$ cat src/design/tag_aware_text_line_scanner_defines.svh
// Assertion macros shared by the text line scanner modules.
// Needs clk and rst_n in the scope of each use.
`ifndef TAG_AWARE_TEXT_LINE_SCANNER_DEFINES_SVH
`define TAG_AWARE_TEXT_LINE_SCANNER_DEFINES_SVH
`ifndef NO_ASSERTIONS
`define TALS_ASSERT_SAME(lbl, ante, cons) \
    lbl: assert property (@(posedge clk) disable iff (!rst_n) (ante) |-> (cons)) \
        else $error("assertion failed");
`define TALS_ASSERT_NEXT(lbl, ante, cons) \
    lbl: assert property (@(posedge clk) disable iff (!rst_n) (ante) |=> (cons)) \
        else $error("assertion failed");
`else
`define TALS_ASSERT_SAME(lbl, ante, cons)
`define TALS_ASSERT_NEXT(lbl, ante, cons)
`endif
`endif

$ cat src/design/tals_pkg.sv
// Shared types and constants for the tag-aware text line scanner.
// No dependencies.
package tals_pkg;

    localparam int CNT_W = 16;
    localparam logic [CNT_W-1:0] CNT_MAX = '1;
    localparam int TAG_HEAD = 2;
    localparam int QUEUE_DEPTH = 2;
    localparam int CFG_W = 16;
    localparam int CFG_IDX_W = 2;

    typedef enum logic [CFG_IDX_W-1:0] {
        CFG_END_CODE   = 2'd0,
        CFG_BREAK_CODE = 2'd1,
        CFG_TAG_CODE   = 2'd2,
        CFG_LEN_LIMIT  = 2'd3
    } cfg_idx_t;

    typedef struct packed {
        logic [CFG_W-1:0] end_code;
        logic [CFG_W-1:0] line_break_code;
        logic [CFG_W-1:0] tag_open_code;
        logic [CFG_W-1:0] length_limit;
    } cfg_t;

    typedef struct packed {
        logic             first;
        logic [CNT_W-1:0] line_index;
        logic             add_len;
        logic [CNT_W-1:0] len_amt;
        logic             brk;
        logic             line_unit;
        logic             last;
    } op_t;

endpackage

$ cat src/design/tals_in_if.sv
// Input channel of the text line scanner: one code unit per item.
// Depends on tals_pkg.
interface tals_in_if #(
    parameter int CODE_WIDTH = 16
);
    logic                         valid;
    logic                         ready;
    logic [CODE_WIDTH-1:0]        code_unit;
    logic [tals_pkg::CNT_W-1:0]   line_index;

    modport source (output valid, output code_unit, output line_index, input ready);
    modport sink   (input valid, input code_unit, input line_index, output ready);
endinterface

$ cat src/design/tals_out_if.sv
// Result channel of the text line scanner: one item per string.
// Depends on tals_pkg.
interface tals_out_if;
    logic                         valid;
    logic                         ready;
    logic [tals_pkg::CNT_W-1:0]   line_count;
    logic [tals_pkg::CNT_W-1:0]   total_length;
    logic [tals_pkg::CNT_W-1:0]   line_length;
    logic                         line_found;
    logic                         too_long;

    modport source (output valid, output line_count, output total_length,
                    output line_length, output line_found, output too_long,
                    input ready);
    modport sink   (input valid, input line_count, input total_length,
                    input line_length, input line_found, input too_long,
                    output ready);
endinterface

$ cat src/design/tals_front.sv
// Front end: tracks tag phase and turns each code unit into a counter op.
// Depends on tals_pkg, tals_in_if and the assertion macro header.
`include "tag_aware_text_line_scanner_defines.svh"

module tals_front #(
    parameter int CODE_WIDTH = 16
) (
    input  logic            clk,
    input  logic            rst_n,
    tals_in_if.sink         text,
    input  tals_pkg::cfg_t  cfg,
    output logic            op_valid,
    input  logic            op_ready,
    output tals_pkg::op_t   op
);

    localparam int AMT_W = (CODE_WIDTH + 1 > tals_pkg::CNT_W + 1) ?
                           CODE_WIDTH + 1 : tals_pkg::CNT_W + 1;

    typedef enum logic [1:0] {
        PH_START,
        PH_TEXT,
        PH_COUNT,
        PH_DATA
    } phase_t;

    phase_t                phase_reg;
    phase_t                phase_next;
    logic [CODE_WIDTH-1:0] tag_left_reg;
    logic [CODE_WIDTH-1:0] tag_left_next;
    logic [CODE_WIDTH-1:0] code;
    logic                  is_end;
    logic                  is_brk;
    logic                  is_tag;
    logic [AMT_W-1:0]      amt_wide;
    logic [tals_pkg::CNT_W-1:0] amt_sat;
    logic                  acc;

    assign code     = text.code_unit;
    assign is_end   = code == CODE_WIDTH'(cfg.end_code);
    assign is_brk   = code == CODE_WIDTH'(cfg.line_break_code);
    assign is_tag   = code == CODE_WIDTH'(cfg.tag_open_code);
    assign amt_wide = AMT_W'(code) + AMT_W'(tals_pkg::TAG_HEAD);
    assign amt_sat  = (amt_wide > AMT_W'(tals_pkg::CNT_MAX)) ?
                      tals_pkg::CNT_MAX : amt_wide[tals_pkg::CNT_W-1:0];

    assign op_valid   = text.valid;
    assign text.ready = op_ready;
    assign acc        = text.valid && op_ready;

    always_comb
    begin
        op            = '0;
        op.line_index = text.line_index;
        phase_next    = phase_reg;
        tag_left_next = tag_left_reg;
        unique case (phase_reg)
            PH_COUNT:
            begin
                op.add_len    = 1'b1;
                op.len_amt    = amt_sat;
                op.line_unit  = 1'b1;
                tag_left_next = code;
                phase_next    = (code != '0) ? PH_DATA : PH_TEXT;
            end
            PH_DATA:
            begin
                op.line_unit  = 1'b1;
                tag_left_next = tag_left_reg - CODE_WIDTH'(1);
                if (tag_left_reg == CODE_WIDTH'(1))
                begin
                    phase_next = PH_TEXT;
                end
            end
            PH_START, PH_TEXT:
            begin
                op.first = (phase_reg == PH_START);
                if (is_end)
                begin
                    op.last    = 1'b1;
                    phase_next = PH_START;
                end
                else
                begin
                    if (is_tag)
                    begin
                        phase_next = PH_COUNT;
                    end
                    else
                    begin
                        op.add_len = 1'b1;
                        op.len_amt = tals_pkg::CNT_W'(1);
                        phase_next = PH_TEXT;
                    end
                    op.brk       = is_brk;
                    op.line_unit = !is_brk;
                end
            end
            default:
            begin
                phase_next = PH_START;
            end
        endcase
    end

    always_ff @(posedge clk or negedge rst_n)
    begin
        if (!rst_n)
        begin
            phase_reg    <= PH_START;
            tag_left_reg <= '0;
        end
        else if (acc)
        begin
            phase_reg    <= phase_next;
            tag_left_reg <= tag_left_next;
        end
    end

    `TALS_ASSERT_SAME(a_data_has_units, phase_reg == PH_DATA, tag_left_reg != '0)
    `TALS_ASSERT_NEXT(a_end_restarts, acc && op.last, phase_reg == PH_START)
    `TALS_ASSERT_NEXT(a_count_loads, acc && phase_reg == PH_COUNT,
                      tag_left_reg == $past(code))

endmodule

$ cat src/design/tals_fifo.sv
// Short op queue between the front and back ends.
// Depends on tals_pkg and the assertion macro header.
`include "tag_aware_text_line_scanner_defines.svh"

module tals_fifo (
    input  logic          clk,
    input  logic          rst_n,
    input  logic          push_valid,
    output logic          push_ready,
    input  tals_pkg::op_t push_op,
    output logic          pop_valid,
    input  logic          pop_ready,
    output tals_pkg::op_t pop_op
);

    localparam int DEPTH = tals_pkg::QUEUE_DEPTH;
    localparam int PTR_W = (DEPTH > 1) ? $clog2(DEPTH) : 1;
    localparam int CNT_W = $clog2(DEPTH + 1);

    tals_pkg::op_t    mem [DEPTH];
    logic [PTR_W-1:0] wr_ptr_reg;
    logic [PTR_W-1:0] rd_ptr_reg;
    logic [CNT_W-1:0] count_reg;
    logic [CNT_W-1:0] count_next;
    logic             push;
    logic             pop;

    assign push_ready = count_reg != CNT_W'(DEPTH);
    assign pop_valid  = count_reg != '0;
    assign pop_op     = mem[rd_ptr_reg];
    assign push       = push_valid && push_ready;
    assign pop        = pop_valid && pop_ready;

    always_comb
    begin
        count_next = count_reg;
        if (push && !pop)
        begin
            count_next = count_reg + CNT_W'(1);
        end
        else if (pop && !push)
        begin
            count_next = count_reg - CNT_W'(1);
        end
    end

    always_ff @(posedge clk)
    begin
        if (push)
        begin
            mem[wr_ptr_reg] <= push_op;
        end
    end

    always_ff @(posedge clk or negedge rst_n)
    begin
        if (!rst_n)
        begin
            wr_ptr_reg <= '0;
            rd_ptr_reg <= '0;
            count_reg  <= '0;
        end
        else
        begin
            count_reg <= count_next;
            if (push)
            begin
                wr_ptr_reg <= (wr_ptr_reg == PTR_W'(DEPTH - 1)) ?
                              '0 : wr_ptr_reg + PTR_W'(1);
            end
            if (pop)
            begin
                rd_ptr_reg <= (rd_ptr_reg == PTR_W'(DEPTH - 1)) ?
                              '0 : rd_ptr_reg + PTR_W'(1);
            end
        end
    end

    `TALS_ASSERT_NEXT(a_fill, push && !pop, count_reg == $past(count_reg) + CNT_W'(1))
    `TALS_ASSERT_NEXT(a_drain, pop && !push, count_reg == $past(count_reg) - CNT_W'(1))
    `TALS_ASSERT_NEXT(a_head_holds, pop_valid && !pop, $stable(pop_op))

endmodule

$ cat src/design/tals_back.sv
// Back end: applies ops to the line and length counters, registers results.
// Depends on tals_pkg, tals_out_if and the assertion macro header.
`include "tag_aware_text_line_scanner_defines.svh"

module tals_back (
    input  logic           clk,
    input  logic           rst_n,
    input  logic           op_valid,
    output logic           op_ready,
    input  tals_pkg::op_t  op,
    input  tals_pkg::cfg_t cfg,
    tals_out_if.source     result
);

    localparam int W = tals_pkg::CNT_W;

    logic [W-1:0] brk_reg,    brk_next,    brk_base;
    logic [W-1:0] len_reg,    len_next,    len_base;
    logic         lim_reg,    lim_next,    lim_base;
    logic [W-1:0] wanted_reg, wanted_next;
    logic [W-1:0] wll_reg,    wll_next,    wll_base;
    logic [W:0]   len_sum;
    logic [W-1:0] len_sat;
    logic         found;
    logic         pop;

    logic         out_valid_reg;
    logic [W-1:0] line_count_reg;
    logic [W-1:0] total_length_reg;
    logic [W-1:0] line_length_reg;
    logic         line_found_reg;
    logic         too_long_reg;

    assign op_ready = !(op.last && out_valid_reg && !result.ready);
    assign pop      = op_valid && op_ready;

    assign brk_base    = op.first ? '0 : brk_reg;
    assign len_base    = op.first ? '0 : len_reg;
    assign lim_base    = op.first ? 1'b0 : lim_reg;
    assign wll_base    = op.first ? '0 : wll_reg;
    assign wanted_next = op.first ? op.line_index : wanted_reg;

    assign len_sum = {1'b0, len_base} + {1'b0, op.len_amt};
    assign len_sat = len_sum[W] ? tals_pkg::CNT_MAX : len_sum[W-1:0];
    assign found   = wanted_next <= brk_base;

    always_comb
    begin
        len_next = len_base;
        lim_next = lim_base;
        brk_next = brk_base;
        wll_next = wll_base;
        if (op.add_len && !lim_base)
        begin
            len_next = len_sat;
            lim_next = len_sat >= cfg.length_limit;
        end
        if (op.brk && brk_base != tals_pkg::CNT_MAX)
        begin
            brk_next = brk_base + W'(1);
        end
        if (op.line_unit && brk_base == wanted_next && wll_base != tals_pkg::CNT_MAX)
        begin
            wll_next = wll_base + W'(1);
        end
    end

    always_ff @(posedge clk or negedge rst_n)
    begin
        if (!rst_n)
        begin
            brk_reg       <= '0;
            len_reg       <= '0;
            lim_reg       <= 1'b0;
            wanted_reg    <= '0;
            wll_reg       <= '0;
            out_valid_reg <= 1'b0;
        end
        else
        begin
            if (pop && op.last)
            begin
                out_valid_reg <= 1'b1;
            end
            else if (result.ready)
            begin
                out_valid_reg <= 1'b0;
            end
            if (pop)
            begin
                brk_reg    <= brk_next;
                len_reg    <= len_next;
                lim_reg    <= lim_next;
                wanted_reg <= wanted_next;
                wll_reg    <= wll_next;
            end
        end
    end

    always_ff @(posedge clk)
    begin
        if (pop && op.last)
        begin
            line_count_reg   <= (brk_base == tals_pkg::CNT_MAX) ?
                                tals_pkg::CNT_MAX : brk_base + W'(1);
            total_length_reg <= len_base;
            line_length_reg  <= found ? wll_base : '0;
            line_found_reg   <= found;
            too_long_reg     <= lim_base;
        end
    end

    assign result.valid        = out_valid_reg;
    assign result.line_count   = line_count_reg;
    assign result.total_length = total_length_reg;
    assign result.line_length  = line_length_reg;
    assign result.line_found   = line_found_reg;
    assign result.too_long     = too_long_reg;

    `TALS_ASSERT_NEXT(a_result_raised, pop && op.last, out_valid_reg)
    `TALS_ASSERT_NEXT(a_limit_sticks, lim_reg && !(pop && op.first), lim_reg)
    `TALS_ASSERT_SAME(a_absent_line_zero, out_valid_reg && !line_found_reg,
                      line_length_reg == '0)

endmodule

$ cat src/design/tag_aware_text_line_scanner.sv
// Sustains one code unit per cycle. The result for an end code is registered:
// its op passes through the two-entry op queue and the back end registers the
// result as it applies the op. Input stalls only while a result is held by the
// receiver and a later end code has reached the back end, which then waits and
// lets the queue fill. Tags (start code, count, data) are consumed whole by the
// front end, so their units never act as breaks or end codes. Configuration
// writes take effect at once and are meant for idle periods between strings.
// Depends on tals_pkg, tals_in_if, tals_out_if, tals_front, tals_fifo, tals_back.
module tag_aware_text_line_scanner #(
    parameter int CODE_WIDTH = 16
) (
    input  logic                            clk,
    input  logic                            rst_n,
    tals_in_if.sink                         text,
    tals_out_if.source                      result,
    input  logic                            cfg_wr_en,
    input  logic [tals_pkg::CFG_IDX_W-1:0]  cfg_index,
    input  logic [tals_pkg::CFG_W-1:0]      cfg_data
);

    tals_pkg::cfg_t cfg_reg;
    tals_pkg::op_t  front_op;
    tals_pkg::op_t  queue_op;
    logic           front_valid;
    logic           front_ready;
    logic           queue_valid;
    logic           queue_ready;

    always_ff @(posedge clk or negedge rst_n)
    begin
        if (!rst_n)
        begin
            cfg_reg.end_code        <= tals_pkg::CFG_W'(0);
            cfg_reg.line_break_code <= tals_pkg::CFG_W'(10);
            cfg_reg.tag_open_code   <= tals_pkg::CFG_W'(61440);
            cfg_reg.length_limit    <= tals_pkg::CFG_W'(1024);
        end
        else if (cfg_wr_en)
        begin
            unique case (tals_pkg::cfg_idx_t'(cfg_index))
                tals_pkg::CFG_END_CODE:   cfg_reg.end_code        <= cfg_data;
                tals_pkg::CFG_BREAK_CODE: cfg_reg.line_break_code <= cfg_data;
                tals_pkg::CFG_TAG_CODE:   cfg_reg.tag_open_code   <= cfg_data;
                tals_pkg::CFG_LEN_LIMIT:  cfg_reg.length_limit    <= cfg_data;
                default:                  cfg_reg                 <= cfg_reg;
            endcase
        end
    end

    tals_front #(
        .CODE_WIDTH (CODE_WIDTH)
    ) u_front (
        .clk      (clk),
        .rst_n    (rst_n),
        .text     (text),
        .cfg      (cfg_reg),
        .op_valid (front_valid),
        .op_ready (front_ready),
        .op       (front_op)
    );

    tals_fifo u_queue (
        .clk        (clk),
        .rst_n      (rst_n),
        .push_valid (front_valid),
        .push_ready (front_ready),
        .push_op    (front_op),
        .pop_valid  (queue_valid),
        .pop_ready  (queue_ready),
        .pop_op     (queue_op)
    );

    tals_back u_back (
        .clk      (clk),
        .rst_n    (rst_n),
        .op_valid (queue_valid),
        .op_ready (queue_ready),
        .op       (queue_op),
        .cfg      (cfg_reg),
        .result   (result)
    );

endmodule
$ cat src/flat_wrapper.sv
// flat-port wrapper written by rule: the top's interface ports become plain ports
module tag_aware_text_line_scanner_flat 
#(
    parameter int CODE_WIDTH = 16
)
  (clk, rst_n, cfg_wr_en, cfg_index, cfg_data, text_valid, text_code_unit, text_line_index, text_ready, result_valid, result_line_count, result_total_length, result_line_length, result_line_found, result_too_long, result_ready);
  tals_in_if #(.CODE_WIDTH(CODE_WIDTH)) text_i ();
  tals_out_if result_i ();
  input  logic clk;
  input  logic rst_n;
  input  logic cfg_wr_en;
  input  logic [tals_pkg::CFG_IDX_W-1:0] cfg_index;
  input  logic [tals_pkg::CFG_W-1:0] cfg_data;
  input wire logic [$bits(text_i.valid)-1:0] text_valid;
  input wire logic [$bits(text_i.code_unit)-1:0] text_code_unit;
  input wire logic [$bits(text_i.line_index)-1:0] text_line_index;
  output wire logic [$bits(text_i.ready)-1:0] text_ready;
  output wire logic [$bits(result_i.valid)-1:0] result_valid;
  output wire logic [$bits(result_i.line_count)-1:0] result_line_count;
  output wire logic [$bits(result_i.total_length)-1:0] result_total_length;
  output wire logic [$bits(result_i.line_length)-1:0] result_line_length;
  output wire logic [$bits(result_i.line_found)-1:0] result_line_found;
  output wire logic [$bits(result_i.too_long)-1:0] result_too_long;
  input wire logic [$bits(result_i.ready)-1:0] result_ready;
  assign text_i.valid = text_valid;
  assign text_i.code_unit = text_code_unit;
  assign text_i.line_index = text_line_index;
  assign text_ready = text_i.ready;
  assign result_valid = result_i.valid;
  assign result_line_count = result_i.line_count;
  assign result_total_length = result_i.total_length;
  assign result_line_length = result_i.line_length;
  assign result_line_found = result_i.line_found;
  assign result_too_long = result_i.too_long;
  assign result_i.ready = result_ready;
  tag_aware_text_line_scanner #(.CODE_WIDTH(CODE_WIDTH)) u_core (.clk(clk), .rst_n(rst_n), .text(text_i), .result(result_i), .cfg_wr_en(cfg_wr_en), .cfg_index(cfg_index), .cfg_data(cfg_data));
endmodule
$ cat config.mk
export PLATFORM = sky130hd
export DESIGN_NAME = tag_aware_text_line_scanner_flat
export DESIGN_NICKNAME = d
export VERILOG_FILES = /design/src/design/tals_pkg.sv /design/src/design/tals_in_if.sv /design/src/design/tals_out_if.sv /design/src/design/tals_front.sv /design/src/design/tals_fifo.sv /design/src/design/tals_back.sv /design/src/design/tag_aware_text_line_scanner.sv /design/src/flat_wrapper.sv
export VERILOG_INCLUDE_DIRS = /design/src /design/src/design
export SDC_FILE = /design/constraint.sdc
export NUM_CORES = 1
export LEC_CHECK = 0
export BUFFER_PORTS_ARGS = -buffer_cell sky130_fd_sc_hd__buf_2
export CORE_ASPECT_RATIO = 1.1
export CORE_MARGIN = 8
export CORE_UTILIZATION = 25
export DETAILED_ROUTE_END_ITERATION = 8
export GPL_TIMING_DRIVEN = 0
export PLACE_DENSITY_LB_ADDON = 0.25
export SLEW_MARGIN = 15
export SYNTH_ARGS = -nofsm -noshare
export SYNTH_HDL_FRONTEND = slang
export SYNTH_SLANG_ARGS = --single-unit
$ cat constraint.sdc
create_clock -name clk -period 6 [get_ports clk]
set_input_delay 1.2 -clock clk [delete_from_list [all_inputs] [get_ports clk]]
set_output_delay 1.2 -clock clk [all_outputs]
set_load 0.02 [all_outputs]
==> run_results.csv <==
group,metric,value,unit
cts,clock-root-buffer,"sky130_fd_sc_hd__clkbuf_16",
global_routing,grt_use_total,0.1230,
cts,cts_max_level,2,
power_and_ir_drop,power.clock.fraction,0.248,
sta,post_route_fraction_of_the_period_consumed_by_the_critical_path,0.9194,
logic_synthesis,synth.net_count,1417,
power_and_ir_drop,p_seq_frac,0.329,
critical_path,slowest_stage,"sky130_fd_sc_hd__clkbuf_1",
run,cap_viol_max_count,0,
global_routing,antenna_violations_before_repair,1,
drt,initialDrtViolationCount,609,
floorplan,die_width,244.0,um
sta,maxSlewHeadroom,0.3268,
cts,tritoncts,"done",
logic_synthesis,synth_enable_flop_cells,124,
run_status,result_of_the_run,"completed",
logic_synthesis,synth.yosys.warnings,0,
sta,timing_hold_violations_final,0,
logic_synthesis,synthesized_instance_count,1306,
floorplan,initial_core_util,0.2513,
final_layout,largest_register_ffs,74,
final_layout,fraction_of_final_layout_cells_with_drive_strength_greater_than_1,0.1872,
power_and_ir_drop,power_switching,3253,uW
sta,max_freq,181.3,MHz
global_routing,grt_pass1_vias,10550,
power_and_ir_drop,power.share.switching,0.3917,
logic_synthesis,synth.top_cell.area_share,0.2605,
sta,final_critical_path_setup_slack,0.4834,ns
logic_synthesis,synthesis.area,0.01429,mm2
power_and_ir_drop,leakage,0.006826,uW
critical_path,cp.arrival,5.94,ns
placed_design,port_buffers,96,
power_and_ir_drop,comb_power_frac,0.423,
logic_synthesis,synth_top_flop_cell,"sky130_fd_sc_hd__dfrtp_1",
drt,drt_wl_cell,18.18,um
drt,detailroute.via_count,10400,
power_and_ir_drop,p_int,5052,uW
placed_design,post-dp-hpwl,30.14,mm
sta,final.min_clock_period,5.517,ns
global_routing,wire_length_of_the_first_global_routing_pass,63.27,mm
logic_synthesis,synthesis.area_per_instance,10.94,um2
sta,timing_max_transition_violations_final,0,
cts,clkSinkCount,276,
cts,worst_skew_pair.late_latency,0.55,ns
sta,worst_pin_slew,1.008,ns
cts,total_cts_buffers,35,
critical_path,worstSetupPathType,"flop to flop",
sta,final-setup-viol-count,0,
power_and_ir_drop,totalPowerFinal,8305,uW
critical_path,critical_path.endpoint_type,"flop",
cts,clkSlewWorstSetupHoldPaths,0.06,ns
final_layout,syn2layout_area_growth,18.89,%
logic_synthesis,synth_area_leaders,"sky130_fd_sc_hd__edfxtp_1, sky130_fd_sc_hd__dfrtp_1, sky130_fd_sc_hd__mux2_2",
critical_path,worstPathMaxFanout,19,
drt,number_of_search_and_repair_iterations_in_the_first_detailed_routing_pass,5,
floorplan,num_ports,107,
placed_design,place_ws,-0.7122,ns
power_and_ir_drop,cellPowerDensity,488.7,mW/mm2
critical_path,required_time_at_the_endpoint_of_the_critical_path,6.43,ns
floorplan,rows,92,
power_and_ir_drop,vdd_drop_max,0.0001980,V
logic_synthesis,yosys.cell_count.top_type,"sky130_fd_sc_hd__nand2_1",
floorplan,design.die.area,0.06509,mm2
sta,fin_skew,0.02470,ns
logic_synthesis,async_reset_ff_frac,0.5507,
cts,hold_buffers,0,
drt,route.detailed.drc,0,
critical_path,startpoint_type,"flop",
cts,clock_tree.buffer_depth,3,
drt,vias_per_cell,4.684,
logic_synthesis,yosys_register_bits,276,
global_routing,grt_start_max_net_pins,96,
sta,grt_setup_unrepaired,"false",
logic_synthesis,synth_cell_types,65,
final_layout,fin_nets,1553,
critical_path,critical_path.cell_chain,"buf_6 > mux2i_2 > buf_2 > clkbuf_1 > and2_1 > ha_1 > inv_1 > fa_1 > nor2b_1 > o31a_1 > a41oi_1 > a21oi_1 > mux2_2 > o21ai_0 > ha_1 > a21o_1 > a21oi_1 > o211ai_1 > a31o_2",
placed_design,gpl.final_weighted_congestion,0.8288,
floorplan,coreArea,0.05686,mm2
global_routing,globalRouteOverflowTotal,0,
drt,final_antenna_net_count,0,
logic_synthesis,post_synthesis_sequential_area_ratio,0.5273,
final_layout,antenna-diode-count,0,
floorplan,die_y,266.8,um
critical_path,cp_peak_stage_delay,0.58,ns
logic_synthesis,synthTopCellsByCount,"sky130_fd_sc_hd__nand2_1, sky130_fd_sc_hd__dfrtp_1, sky130_fd_sc_hd__edfxtp_1",
drt,postRouteWirelength,40.37,mm
hold_path,hold_path.class,"flop to flop",
logic_synthesis,synth_area_leader_cell,"sky130_fd_sc_hd__edfxtp_1",
-- stage by stage --
stage / util / hold WS [ns] / instance area (um2) / instances / setup TNS (ns)
after floorplan: - / 0.4418 / 14290 / 1306 / 0
after global placement: 0.2763 / 0.4567 / 15710 / 2154 / -27.43
after detailed placement: 0.2790 / 0.4629 / 15860 / 2159 / -0.7122
after CTS: 0.2988 / 0.4773 / 16990 / 2222 / 0
after global routing: 0.2988 / 0.4957 / 16990 / 2221 / 0
final: 0.2988 / 0.4743 / 16990 / 2221 / 0
-- power groups by stage --
stage	clock network [uW]	registers (uW)	logic (uW)
after floorplan	0	2930	2200
after global placement	0	2800	3440
after detailed placement	0	2780	3570
after CTS	2130	2740	3580
after global routing	2200	2790	3950
final	2060	2730	3510
-- metal layers --
metal | GRT usage | routed length (um)
met3 | 0.02421 | 1781
met1 | 0.1584 | 18430
met4 | 0.04044 | 1072
met2 | 0.2057 | 19090
met5 | 0 | 0
-- worst max-delay path, delay by kind of cell, from the launching register on --
family	cells	cell delay, ns
compound gates	8	1.64
fa+ha+maj	3	0.88
buf+inv	4	1.20
flops	1	0.37
mux	2	0.79
simple gates	2	0.50
-- placed cells by master (no fill, tap or decap), types with 23 or more instances in the layout --
master                        n
sky130_fd_sc_hd__nor2_1      50
sky130_fd_sc_hd__mux2_2      84
sky130_fd_sc_hd__nand2_1    161
sky130_fd_sc_hd__clkbuf_1    55
sky130_fd_sc_hd__inv_1       34
sky130_fd_sc_hd__nand3_1     38
sky130_fd_sc_hd__and2_1      43
sky130_fd_sc_hd__nand4_1     25
sky130_fd_sc_hd__clkbuf_16   35
sky130_fd_sc_hd__dfrtp_1    145
sky130_fd_sc_hd__mux2i_1     28
sky130_fd_sc_hd__a21oi_1     67
sky130_fd_sc_hd__buf_2      102
sky130_fd_sc_hd__edfxtp_1   124
sky130_fd_sc_hd__nor4_1      23
sky130_fd_sc_hd__o21ai_0     63
sky130_fd_sc_hd__ha_1        55
sky130_fd_sc_hd__xor2_1      67
-- cell type report --
type,instances,area (um2)
Buffer,68,282.8
Clock buffer,42,912.1
Clock inverter,22,212.7
Fill cell,5948,39870
Inverter,35,131.4
Multi-Input combinational cell,925,6364
Sequential cell,276,7536
Tap cell,752,940.9
Timing Repair Buffer,101,613.1
-- path summary, 6_finish.rpt --
kind,start,to,slack (ns),cells past startpoint
hold reg to reg,u_core.u_back.wanted_reg[8],u_core.u_back.wanted_reg[8],0.47,2
setup / recovery,u_core.u_queue.rd_ptr_reg,u_core.u_back.lim_reg,0.48,19
min in group asynchronous,rst_n,u_core.u_back.len_reg[9],0.59,1
hold / removal,u_core.u_back.wanted_reg[8],u_core.u_back.wanted_reg[8],0.47,2
setup reg to reg,u_core.u_queue.rd_ptr_reg,u_core.u_back.lim_reg,0.48,19
max in group asynchronous,rst_n,u_core.u_front.phase_reg[1],4.55,2
-- cells by family (layout without fill, tap and decap cells) --
family,Yosys count,after routing,synth area share
muxes,114,114,0.08781
and+or+nand+nor,425,425,0.1461
xor gates and xnor gates,89,89,0.05454
buffers and inverters,105,268,0.02933
adders and majority gates,56,56,0.04955
DFF,276,276,0.5273
AOI/OAI and AO/OA,241,241,0.1054
-- what timing repair did --
action / in CTS / in global routing
gates resized for setup: 2 / 3
setup buffers: 0 / 0
setup endpoints to repair: 1 / 1
pin swaps: 0 / 0
Note: power is estimated with default switching activity, not from simulation.
